## src/rtl/core/pods_pkg.sv

```systemverilog
// Package for the PLL output divider selection block.
// Holds the transaction payload types, status and register codes and shared widths.
// No dependencies.
`default_nettype none

package pods_pkg;

   // Widths settled by the register and payload fields.
   localparam int unsigned REF_W    = 30;
   localparam int unsigned MULT_W   = 8;
   localparam int unsigned RATE_W   = 32;
   localparam int unsigned VCO_W    = REF_W + MULT_W;
   localparam int unsigned DIV_W    = 6;
   localparam int unsigned WORD_W   = 32;
   localparam int unsigned CSR_AW   = 4;
   localparam int unsigned CSR_DW   = 32;

   // The quotient bits carried through the cell chain cover dividers up to 127.
   localparam int unsigned QUOT_MAX_W = 7;

   // Defaults for the top-level parameters.
   localparam int unsigned MAX_DIVIDER_DEF   = 63;
   localparam int unsigned DIVIDER_SHIFT_DEF = 25;

   // Register reset values.
   localparam logic [REF_W-1:0]  REF_RATE_RST = REF_W'(25000000);
   localparam logic [MULT_W-1:0] MULT_RST     = MULT_W'(44);
   localparam logic [RATE_W-1:0] MIN_RATE_RST = RATE_W'(27000000);
   localparam logic [RATE_W-1:0] MAX_RATE_RST = RATE_W'(600000000);

   typedef enum logic [1:0] {
      REG_REFERENCE_RATE = 2'd0,
      REG_MULTIPLIER     = 2'd1,
      REG_MIN_RATE       = 2'd2,
      REG_MAX_RATE       = 2'd3
   } pods_reg_index_type;

   typedef enum logic [1:0] {
      STATUS_OK     = 2'd0,
      STATUS_WINDOW = 2'd1,
      STATUS_RANGE  = 2'd2
   } pods_status_type;

   typedef struct packed {
      logic [RATE_W-1:0] requested_rate;
      logic              check_window;
   } pods_req_type;

   typedef struct packed {
      logic [1:0]        status;
      logic [DIV_W-1:0]  divider;
      logic              exact;
      logic [WORD_W-1:0] divider_word;
   } pods_rsp_type;

   // Work carried from one division cell to the next.
   typedef struct packed {
      pods_status_type       status;
      logic [RATE_W-1:0]     target;
      logic [RATE_W-1:0]     rem;
      logic [QUOT_MAX_W-1:0] vco_low;
      logic [QUOT_MAX_W-1:0] quot;
   } pods_stage_type;

endpackage

`default_nettype wire

```

## src/rtl/core/pods_front.sv

```systemverilog
// Entry stage: forms the VCO rate, runs the zero, window and overflow checks
// and seeds the division chain. Depends on pods_pkg.
`default_nettype none

module pods_front
   import pods_pkg::*;
#(
   parameter int unsigned MAX_DIVIDER = MAX_DIVIDER_DEF
) (
   input  wire logic              clock,
   input  wire logic              reset,
   input  wire logic              up_valid,
   output logic                   up_stall,
   input  wire pods_req_type      up_data,
   input  wire logic [REF_W-1:0]  ref_rate,
   input  wire logic [MULT_W-1:0] mult,
   input  wire logic [RATE_W-1:0] min_rate,
   input  wire logic [RATE_W-1:0] max_rate,
   output logic                   dn_valid,
   input  wire logic              dn_ready,
   output pods_stage_type         dn_data
);

   localparam int unsigned QW = $clog2(MAX_DIVIDER + 1);

   logic           valid_ff;
   logic           valid_in;
   pods_stage_type data_ff;
   pods_stage_type data_in;
   logic           ready;
   logic           take;
   logic [VCO_W-1:0] vco;
   logic [VCO_W-1:0] vco_hi;
   logic             overflow;
   logic [RATE_W-1:0] t;

   assign ready    = !valid_ff || dn_ready;
   assign up_stall = !ready;
   assign take     = up_valid && ready;

   always_comb begin
      t        = up_data.requested_rate;
      vco      = VCO_W'(ref_rate) * VCO_W'(mult);
      vco_hi   = vco >> QW;
      // A quotient at or above 2**QW can never be a legal divider.
      overflow = vco_hi >= VCO_W'(t);

      data_in.target  = t;
      data_in.rem     = vco_hi[RATE_W-1:0];
      data_in.vco_low = QUOT_MAX_W'(vco[QW-1:0]) << (QUOT_MAX_W - QW);
      data_in.quot    = '0;
      if (t == '0) begin
         data_in.status = STATUS_RANGE;
      end else if (up_data.check_window && (t < min_rate || t > max_rate)) begin
         data_in.status = STATUS_WINDOW;
      end else if (overflow) begin
         data_in.status = STATUS_RANGE;
      end else begin
         data_in.status = STATUS_OK;
      end

      valid_in = take || (valid_ff && !dn_ready);
   end

   always_ff @(posedge clock) begin
      if (reset) begin
         valid_ff <= 1'b0;
      end else begin
         valid_ff <= valid_in;
      end
   end

   always_ff @(posedge clock) begin
      if (take) begin
         data_ff <= data_in;
      end
   end

   assign dn_valid = valid_ff;
   assign dn_data  = data_ff;

endmodule

`default_nettype wire

```

## src/rtl/core/pods_cell.sv

```systemverilog
// One restoring division cell: brings down one VCO bit and produces one
// quotient bit per transaction. Depends on pods_pkg.
`default_nettype none

module pods_cell
   import pods_pkg::*;
(
   input  wire logic           clock,
   input  wire logic           reset,
   input  wire logic           up_valid,
   output logic                up_ready,
   input  wire pods_stage_type up_data,
   output logic                dn_valid,
   input  wire logic           dn_ready,
   output pods_stage_type      dn_data
);

   logic           valid_ff;
   logic           valid_in;
   pods_stage_type data_ff;
   pods_stage_type data_in;
   logic           take;
   logic [RATE_W:0] trial;
   logic            fits;

   assign up_ready = !valid_ff || dn_ready;
   assign take     = up_valid && up_ready;

   always_comb begin
      trial = {up_data.rem, up_data.vco_low[QUOT_MAX_W-1]};
      fits  = trial >= {1'b0, up_data.target};

      data_in         = up_data;
      data_in.rem     = fits ? RATE_W'(trial - {1'b0, up_data.target}) : trial[RATE_W-1:0];
      data_in.vco_low = {up_data.vco_low[QUOT_MAX_W-2:0], 1'b0};
      data_in.quot    = {up_data.quot[QUOT_MAX_W-2:0], fits};

      valid_in = take || (valid_ff && !dn_ready);
   end

   always_ff @(posedge clock) begin
      if (reset) begin
         valid_ff <= 1'b0;
      end else begin
         valid_ff <= valid_in;
      end
   end

   always_ff @(posedge clock) begin
      if (take) begin
         data_ff <= data_in;
      end
   end

   assign dn_valid = valid_ff;
   assign dn_data  = data_ff;

endmodule

`default_nettype wire

```

## src/rtl/core/pods_final.sv

```systemverilog
// Last stage: rounds, range-checks the divider, packs the register word and
// holds the response transaction. Depends on pods_pkg.
`default_nettype none

module pods_final
   import pods_pkg::*;
#(
   parameter int unsigned MAX_DIVIDER   = MAX_DIVIDER_DEF,
   parameter int unsigned DIVIDER_SHIFT = DIVIDER_SHIFT_DEF
) (
   input  wire logic              clock,
   input  wire logic              reset,
   input  wire logic              up_valid,
   output logic                   up_ready,
   input  wire pods_stage_type    up_data,
   input  wire logic [MULT_W-1:0] mult,
   output logic                   rsp_valid,
   input  wire logic              rsp_stall,
   output pods_rsp_type           rsp_data
);

   localparam int unsigned QV_W = QUOT_MAX_W + 1;
   localparam logic [QV_W-1:0] MAX_Q = QV_W'(MAX_DIVIDER);

   logic         valid_ff;
   logic         valid_in;
   pods_rsp_type data_ff;
   pods_rsp_type data_in;
   logic         take;
   logic [QV_W-1:0]   q;
   logic [QV_W-1:0]   q_round;
   logic [QV_W-1:0]   div;
   logic [RATE_W:0]   half_up;
   logic              round_up;
   logic              is_exact;
   pods_status_type   status;
   logic [WORD_W+QV_W-1:0] shifted;

   assign up_ready = !valid_ff || !rsp_stall;
   assign take     = up_valid && up_ready;

   always_comb begin
      q        = {1'b0, up_data.quot};
      // Rounding to nearest adds one when the remainder reaches half the target.
      half_up  = {2'b00, up_data.target[RATE_W-1:1]} + (RATE_W+1)'(up_data.target[0]);
      round_up = {1'b0, up_data.rem} >= half_up;
      q_round  = q + QV_W'(round_up);
      is_exact = up_data.rem == '0;
      status   = up_data.status;
      div      = '0;

      if (status == STATUS_OK) begin
         if (q == '0 || q > MAX_Q) begin
            status = STATUS_RANGE;
         end else if (is_exact) begin
            div = q;
         end else if (q_round > MAX_Q) begin
            status = STATUS_RANGE;
         end else begin
            div = q_round;
         end
      end

      shifted = (WORD_W+QV_W)'(div) << DIVIDER_SHIFT;

      data_in.status = status;
      if (status == STATUS_OK) begin
         data_in.divider      = div[DIV_W-1:0];
         data_in.exact        = is_exact;
         data_in.divider_word = shifted[WORD_W-1:0] | WORD_W'(mult);
      end else begin
         data_in.divider      = '0;
         data_in.exact        = 1'b0;
         data_in.divider_word = '0;
      end

      valid_in = take || (valid_ff && rsp_stall);
   end

   always_ff @(posedge clock) begin
      if (reset) begin
         valid_ff <= 1'b0;
      end else begin
         valid_ff <= valid_in;
      end
   end

   always_ff @(posedge clock) begin
      if (take) begin
         data_ff <= data_in;
      end
   end

   assign rsp_valid = valid_ff;
   assign rsp_data  = data_ff;

endmodule

`default_nettype wire

```

## src/rtl/core/pll_output_divider_select.sv

```systemverilog
// Pipeline: one entry stage, one division cell per quotient bit, one output stage.
// Throughput: one transaction per cycle unless rsp_stall holds the pipeline;
// every stage holds its own transaction.
// Reset (synchronous) empties the pipeline and loads the register defaults.
// Top level; depends on pods_pkg, pods_front, pods_cell and pods_final.
`default_nettype none

module pll_output_divider_select
   import pods_pkg::*;
#(
   parameter int unsigned MAX_DIVIDER   = MAX_DIVIDER_DEF,
   parameter int unsigned DIVIDER_SHIFT = DIVIDER_SHIFT_DEF
) (
   input  wire logic              clock,
   input  wire logic              reset,
   input  wire logic              req_valid,
   output logic                   req_stall,
   input  wire pods_req_type      req_data,
   output logic                   rsp_valid,
   input  wire logic              rsp_stall,
   output pods_rsp_type           rsp_data,
   input  wire logic              csr_psel,
   input  wire logic              csr_penable,
   input  wire logic              csr_pwrite,
   input  wire logic [CSR_AW-1:0] csr_paddr,
   input  wire logic [CSR_DW-1:0] csr_pwdata,
   output logic [CSR_DW-1:0]      csr_prdata,
   output logic                   csr_pready
);

   localparam int unsigned QW = $clog2(MAX_DIVIDER + 1);

   logic [REF_W-1:0]  ref_rate_ff, ref_rate_in;
   logic [MULT_W-1:0] mult_ff, mult_in;
   logic [RATE_W-1:0] min_rate_ff, min_rate_in;
   logic [RATE_W-1:0] max_rate_ff, max_rate_in;
   logic               csr_write;
   pods_reg_index_type csr_index;

   pods_stage_type stage_data  [QW+1];
   logic           stage_valid [QW+1];
   logic           stage_ready [QW+1];

   assign csr_pready = 1'b1;
   assign csr_write  = csr_psel && csr_penable && csr_pwrite;
   assign csr_index  = pods_reg_index_type'(csr_paddr[3:2]);

   always_comb begin
      ref_rate_in = ref_rate_ff;
      mult_in     = mult_ff;
      min_rate_in = min_rate_ff;
      max_rate_in = max_rate_ff;
      csr_prdata  = '0;
      case (csr_index)
         REG_REFERENCE_RATE: begin
            csr_prdata = CSR_DW'(ref_rate_ff);
            if (csr_write) ref_rate_in = csr_pwdata[REF_W-1:0];
         end
         REG_MULTIPLIER: begin
            csr_prdata = CSR_DW'(mult_ff);
            if (csr_write) mult_in = csr_pwdata[MULT_W-1:0];
         end
         REG_MIN_RATE: begin
            csr_prdata = min_rate_ff;
            if (csr_write) min_rate_in = csr_pwdata;
         end
         REG_MAX_RATE: begin
            csr_prdata = max_rate_ff;
            if (csr_write) max_rate_in = csr_pwdata;
         end
         default: begin
            csr_prdata = '0;
         end
      endcase
   end

   always_ff @(posedge clock) begin
      if (reset) begin
         ref_rate_ff <= REF_RATE_RST;
         mult_ff     <= MULT_RST;
         min_rate_ff <= MIN_RATE_RST;
         max_rate_ff <= MAX_RATE_RST;
      end else begin
         ref_rate_ff <= ref_rate_in;
         mult_ff     <= mult_in;
         min_rate_ff <= min_rate_in;
         max_rate_ff <= max_rate_in;
      end
   end

   pods_front #(
      .MAX_DIVIDER(MAX_DIVIDER)
   ) u_front (
      .clock    (clock),
      .reset    (reset),
      .up_valid (req_valid),
      .up_stall (req_stall),
      .up_data  (req_data),
      .ref_rate (ref_rate_ff),
      .mult     (mult_ff),
      .min_rate (min_rate_ff),
      .max_rate (max_rate_ff),
      .dn_valid (stage_valid[0]),
      .dn_ready (stage_ready[0]),
      .dn_data  (stage_data[0])
   );

   // One cell per quotient bit, most significant bit first.
   for (genvar i = 0; i < QW; i++) begin : g_cell
      pods_cell u_cell (
         .clock    (clock),
         .reset    (reset),
         .up_valid (stage_valid[i]),
         .up_ready (stage_ready[i]),
         .up_data  (stage_data[i]),
         .dn_valid (stage_valid[i+1]),
         .dn_ready (stage_ready[i+1]),
         .dn_data  (stage_data[i+1])
      );
   end

   pods_final #(
      .MAX_DIVIDER   (MAX_DIVIDER),
      .DIVIDER_SHIFT (DIVIDER_SHIFT)
   ) u_final (
      .clock     (clock),
      .reset     (reset),
      .up_valid  (stage_valid[QW]),
      .up_ready  (stage_ready[QW]),
      .up_data   (stage_data[QW]),
      .mult      (mult_ff),
      .rsp_valid (rsp_valid),
      .rsp_stall (rsp_stall),
      .rsp_data  (rsp_data)
   );

endmodule

`default_nettype wire

```

## config.mk

```make
export PLATFORM = sky130hd
export DESIGN_NAME = pll_output_divider_select
export DESIGN_NICKNAME = d
export VERILOG_FILES = /design/src/rtl/core/pods_pkg.sv /design/src/rtl/core/pods_front.sv /design/src/rtl/core/pods_cell.sv /design/src/rtl/core/pods_final.sv /design/src/rtl/core/pll_output_divider_select.sv
export SDC_FILE = /design/constraint.sdc
export NUM_CORES = 2
export LEC_CHECK = 0
export BUFFER_PORTS_ARGS = -buffer_cell sky130_fd_sc_hd__buf_2
export CAP_MARGIN = 20
export CORE_UTILIZATION = 60
export CTS_BUF_LIST = sky130_fd_sc_hd__clkbuf_8
export DETAILED_ROUTE_END_ITERATION = 7
export GPL_ROUTABILITY_DRIVEN = 0
export PLACE_DENSITY = 0.77
export SLEW_MARGIN = 10
export SYNTH_ARGS = -nofsm -noshare
export SYNTH_HDL_FRONTEND = slang
export SYNTH_SLANG_ARGS = --single-unit
```

## constraint.sdc

```tcl
create_clock -name clock -period 10.4 [get_ports clock]
set_input_delay 3.12 -clock clock [delete_from_list [all_inputs] [get_ports clock]]
set_output_delay 3.12 -clock clock [all_outputs]
set_load 0.005 [all_outputs]
```

-- Word-level counts from Yosys, hierarchy flattened
Cells that the tools add are included.
- add/subtract/negate cells: 8
- multiply operators: 1
- div/mod/pow operators: 0
- order comparisons: 12
- equality and inequality tests: 3
- shifts and indexed selects: 0
- mux-type cells: 17
- bitwise operators: 1
- reductions and logical operators: 64
- operators by type and width (cell ; count):
    33-bit by 32-bit >= comparator with 1-bit output ; 6
    32-bit two-way mux ; 6
    32-bit subtractor ; 6
    32-bit case mux with 4 select lines ; 1
    32-bit zero test ; 2
    30-bit by 8-bit multiplier with 38-bit output ; 1
    32-bit by 33-bit >= comparator with 1-bit output ; 1
    31-bit by 1-bit adder with 32-bit output ; 1
    32-bit >= comparator ; 1
    32-bit greater-than comparator ; 1
    32-bit < comparator ; 1
    32-bit by 8-bit bitwise OR with 32-bit output ; 1
    7-bit two-way mux ; 4
    1-bit logical AND ; 19
    1-bit logical OR ; 18
    1-bit zero test ; 17
    2-bit two-way mux ; 6
    8-bit by 6-bit greater-than comparator with 1-bit output (second input constant) ; 1
    2-bit AND reduction ; 4
    6-bit by 1-bit adder with 7-bit output ; 1
    7-bit zero test ; 1
    6-bit greater-than comparator (second input constant) ; 1
    2-bit zero test ; 3
    2-bit == test (second input constant) ; 2
    2-bit by 1-bit == test with 1-bit output (second input constant) ; 1
- register bits: 655
- bits in latches: 0
- RAM bits: 0
- ROM bits: 0
- input bits: 76
- output and inout bits: 76
- word-level logic and storage cells: 155
- memories: 0

-- Logic depth before layout (Yosys ltp)
- word-level depth: 11
- mapped depth: 32

-- By module
Synthesis repeated with hierarchy kept, for this count alone.
- cells, all modules: 4684
- area total of the unflattened synthesis: 47783.3 sq um
- modules (own cells, without submodules) (module ; times used ; cells each ; area an instance (sq um) ; sequential area each (sq um)):
    pods_cell (g_cell[0].u_cell ...) ; 4 ; 445 ; 4752.1 ; 2392.3
    pods_front ; 1 ; 1313 ; 12281.8 ; 2182.1
    pll_output_divider_select ; 1 ; 463 ; 4858.4 ; 2042.0
    pods_cell (g_cell[1].u_cell) ; 1 ; 438 ; 4647.0 ; 2392.3
    pods_cell (g_cell[2].u_cell) ; 1 ; 431 ; 4634.4 ; 2392.3
    pods_final ; 1 ; 259 ; 2353.5 ; 560.5

-- Worst setup path before layout
No wires, ideal clock.
- kind: input to register
- start point: in rsp_stall
- end point: reg g_cell[2].u_cell.data_ff, in the netlist g_cell[2].u_cell.dn_data[0] (enable)
- arrival: 8.856 ns
- data required time: 9.788 ns
- slack: 0.932 ns
- stages: 4
- buffers on the path: 1
- cells stage by stage: and3_1 > and3_1 > clkbuf_1 > a21boi_0
- longest elaborated chain between the ends: 7
- RTL lines (what ; line ; source):
    start, declared ; pll_output_divider_select.sv:20 ; input wire logic rsp_stall,
    1-bit zero test ; pods_final.sv:39 ; assign up_ready = !valid_ff || !rsp_stall;
    1-bit logical OR ; pods_final.sv:39 ;
    1-bit logical OR (4 in series) ; pods_cell.sv:26 ; assign up_ready = !valid_ff || dn_ready;
    1-bit logical AND ; pods_cell.sv:27 ; assign take = up_valid && up_ready;
    via g_cell[2].u_cell.take ; pods_cell.sv:22 ; logic take;
    end signal, assigned ; pods_cell.sv:51 ; data_ff <= data_in;
    end, declared ; pods_cell.sv:20 ; pods_stage_type data_ff;
The timed path passes the listed nets, and every way through them passes these cells.
A chain may end at the register's enable or synchronous reset.

==> results.sh <==
export IMPL_fin_nets=5239
export IMPL_p_leak_nw=21.0
export IMPL_grt_pass1_vias=32200
export IMPL_core_area_mm2=0.0735
export IMPL_drv_cap=0
export IMPL_fp_dieArea_mm2=0.0759
export IMPL_max_stage_delay_ps=650
export IMPL_rsz0062_at_grt="no"
export IMPL_path_class="reg2reg"
export IMPL_cp_max_fo=33
export IMPL_worstReg2RegEnd="u_front.dn_data[79]$_SDFFCE_PN1P_"
export IMPL_layout_drive_gt1_share_pct=9.98
export IMPL_drv_slew=0
export IMPL_clockRootBuffer="clkbuf_8"
export IMPL_yosys_most_used_dff="edfxtp_1"
export IMPL_setup_ws_ps=2280
export IMPL_dr_pass1_iters=5
export IMPL_floorplan_initialDensity_pct=61.1
export IMPL_cts_hold_buf=0
export IMPL_layout_min_cycle_time_ps=8120
export IMPL_n_antenna_cell=0
export IMPL_cts_inserted_buffers=104
export IMPL_yosysWarnings=0
export IMPL_grt_max_degree=111
export IMPL_powerDensity_mw_per_mm2=149
export IMPL_synth_edff_count=522
export IMPL_viasPerCell=5.87
export IMPL_finalSetupTns_ps=0
export IMPL_clock_skew_ps=41.7
export IMPL_clock_latency_ps=740
export IMPL_finalHoldViolCount=0
export IMPL_switching_power_mw=2.21
export IMPL_synth_distinct_cells=86
export IMPL_track_usage_pct=28.5
export IMPL_p_seq_share_pct=41.2
export IMPL_cts_setup_buffers=0
export IMPL_die_width_um=275
export IMPL_status="completed"
export IMPL_n_fill_cell=5730
export IMPL_row_count=99
export IMPL_combPwrFrac_pct=25.6
export IMPL_path_clk_slew_ps=60
export IMPL_cellInternalPower_mw=5.03
export IMPL_arrival_ps=8590
export IMPL_crit_slowest_cell="a221oi_1"
export IMPL_cp_start_kind="register"
export IMPL_max_freq_mhz=123
export IMPL_area_sequential_mm2=0.0179
export IMPL_cts_tree="done"
export IMPL_drt_iter0_drc=2471
export IMPL_cts_resized=0
export IMPL_clockBufferDepth=3
export IMPL_htree_levels=3
export IMPL_dieHeight_um=275
export IMPL_vias=33200
export IMPL_drtAntennaViolNets=0
export IMPL_p_sw_share_pct=30.5
export IMPL_synth_avg_cell_area_um2=9.96
export IMPL_setup_viol=0
export IMPL_relSlewSlack_pct=24.2
export IMPL_drt_wl_total_um=108000
export IMPL_multiInputGateArea_mm2=0.0243
export IMPL_grt_ovfl_total=0
export IMPL_io_pin_count=152
export IMPL_antenna_found_initial=1
export IMPL_cts_num_sinks=632
export IMPL_dp_hpwl_um=82700
export IMPL_grt_pass1_wl_um=169000
export IMPL_syn_to_final_growth_pct=8.35
export IMPL_vdd_ir_drop_max_uv=118
export IMPL_fin_crit_sh_pct=78.1
export IMPL_wl_per_cell_um=19.1
export IMPL_clock_power_share_pct=33.2
export IMPL_synth_area_mm2=0.0449
export IMPL_cp_endpoint="u_front.dn_data[79]$_SDFFCE_PN1P_"
export IMPL_dp_slack_ps=1790
export IMPL_worst_slew_pin_slew_ps=1140
export IMPL_synthArstFlopShare_pct=0
export IMPL_critPathCaptureType="register"
export IMPL_rr_worst_depth=30
export IMPL_seq_area_frac_synth_pct=39.8
export IMPL_ys_ff_latch=632
export IMPL_r2r_slack_ps=2280
export IMPL_startpoint="mult_ff[4]$_SDFFE_PP0P_"
export IMPL_port_buffers=131
export IMPL_drc_errors=0
export IMPL_hold_path_class="reg2reg"
export IMPL_rr_startpoint="mult_ff[4]$_SDFFE_PP0P_"
export IMPL_synthCells=4504
export IMPL_crit_required_ps=10870
cell type report:
| cell class | count | share of cell area, % |
|---|---|---|
| inverters | 561 | 4.33 |
| flip-flops and latches | 632 | 36.8 |
| repair buffers | 160 | 1.82 |
| multi-input cells | 3149 | 49.9 |
| clock buffers | 107 | 3.03 |
| clock inverters | 80 | 1.70 |
| well taps | 959 | 2.47 |
flip-flops by register name, summed over array words and instances (netlist names), 6 cells and up:
register / cells
ref_rate_ff: 30
u_front.dn_data: 72
max_rate_ff: 32
g_cell.u_cell.dn_valid: 6
mult_ff: 8
g_cell.u_cell.dn_data: 432
min_rate_ff: 32
u_final.rsp_data: 18
kinds of logic (layout without fill, tap and decap cells):
family                   Yosys count  after routing  synth area share (%)
AO/OA/AOI/OAI                    969            969                  13.6
XOR/XNOR                         229            229                  4.47
adder cells (fa/ha/maj)          555            555                  18.4
buffers and inverters            740            908                  6.51
flip-flops                       632            632                  39.8
multiplexers                     137            137                  3.81
other                              2             19                0.0167
AND/OR/NAND/NOR                 1240           1240                  13.3
worst min-delay path by stage:
stage / startpoint / endpoint / slack, ps / depth (start not counted)
6_report: g_cell[2].u_cell.dn_data[11]$_DFFE_PP_ / g_cell[3].u_cell.dn_data[12]$_DFFE_PP_ / 420 / 0
3_5_place_dp: u_front.dn_data[10]$_DFFE_PP_ / g_cell[0].u_cell.dn_data[11]$_DFFE_PP_ / 410 / 0
3_3_place_gp: g_cell[0].u_cell.dn_data[0]$_DFFE_PP_ / g_cell[1].u_cell.dn_data[1]$_DFFE_PP_ / 400 / 0
2_1_floorplan: u_front.dn_data[9]$_DFFE_PP_ / g_cell[0].u_cell.dn_data[10]$_DFFE_PP_ / 400 / 0
5_1_grt: g_cell[1].u_cell.dn_data[79]$_DFFE_PP_ / g_cell[2].u_cell.dn_data[79]$_DFFE_PP_ / 420 / 0
4_1_cts: g_cell[2].u_cell.dn_data[11]$_DFFE_PP_ / g_cell[3].u_cell.dn_data[12]$_DFFE_PP_ / 420 / 0
critical path: cells and delay by family, from the launching register on:
kind            cells  cell delay, ps
compound gates     16            3920
xor+xnor            1             170
fa+ha+maj           6            2690
simple gates        3             270
flops               1             300
buf+inv             4             500
metrics by stage:
step / utilization (%) / std cells / instance area (µm²) / total power, mW / hold WS, ps
2_1_floorplan: - / 4521 / 44900 / 4.36 / 400
3_3_place_gp: 63.0 / 5460 / 46300 / 4.79 / 401
3_5_place_dp: 63.0 / 5460 / 46300 / 4.83 / 405
4_1_cts: 66.2 / 5647 / 48600 / 7.24 / 416
5_1_grt: 66.2 / 5648 / 48600 / 7.57 / 418
6_report: 66.2 / 5648 / 48600 / 7.23 / 416
placed cells by master, fill, tap and decap left out, drive strengths merged, types with 61 or more instances in the layout:
cell	netlist	final
inv	561	585
edfxtp	522	522
nand2	443	443
ha	381	381
a21oi	350	350
nor2	241	241
o21ai	200	200
and2	186	186
fa	174	174
buf	58	160
a21o	146	146
xnor2	141	141
mux2	112	112
dfxtp	110	110
clkbuf	121	107
xor2	88	88
nand3	80	80
nand4	61	61
power groups by stage:
stage	logic, mW	clock network [mW]	registers [mW]
after detailed placement	1.80	0	3.03
after global routing	2.03	2.55	2.99
after CTS	1.82	2.45	2.98
after floorplan	1.37	0	3.00
final	1.85	2.40	2.98
after global placement	1.76	0	3.03
cells in the mapped netlist (5+ instances only):
library cell  number  area [µm²]
a21oi_1          349        1750
nor2_1           241         905
clkbuf_1         121         454
nand3_1           80         400
nand4_1           61         382
xor2_1            88         771
a21o_1           145        1090
o21ai_0          198         991
buf_4             29         218
mux2_4            26         390
nor3_1            32         160
fa_1             174        3480
o211ai_1          18         135
a211oi_1          26         195
nor2b_1           48         300
o21bai_1          28         210
a21boi_0           8        60.1
o21a_1            25         188
nor4_1            26         163
a311oi_1           5        43.8
mux2i_1           17         170
buf_2             10        50.1
or3_1             11        68.8
and2_1           185        1160
inv_1            561        2110
a211o_1           22         193
a22o_1            24         210
mux2_2            85         957
nand2_1          443        1660
edfxtp_1         522       15700
o31a_1             6        52.6
ha_1             381        4770
a31o_2            10        87.6
dfxtp_1          110        2200
a41oi_1            7        61.3
nand3b_1          28         210
a31oi_1           25         156
o31ai_1           16         120
and3_1            25         156
nand2b_1          38         238
xnor2_1          141        1230
a221oi_1           6        52.6
mux4_2             8         180
buf_1             16        60.1
routing by layer:
layer	routed length, µm	up-vias	GRT usage, %	part of all wire (%)
li1	-	15800	-	-
met1	42000	15900	34.0	39
met2	52900	1138	49.3	49
met3	6570	312	4.16	6.1
met4	6200	2	15.8	5.8
met5	13	-	0	0.012
Note: power is estimated with default switching activity, not from simulation.
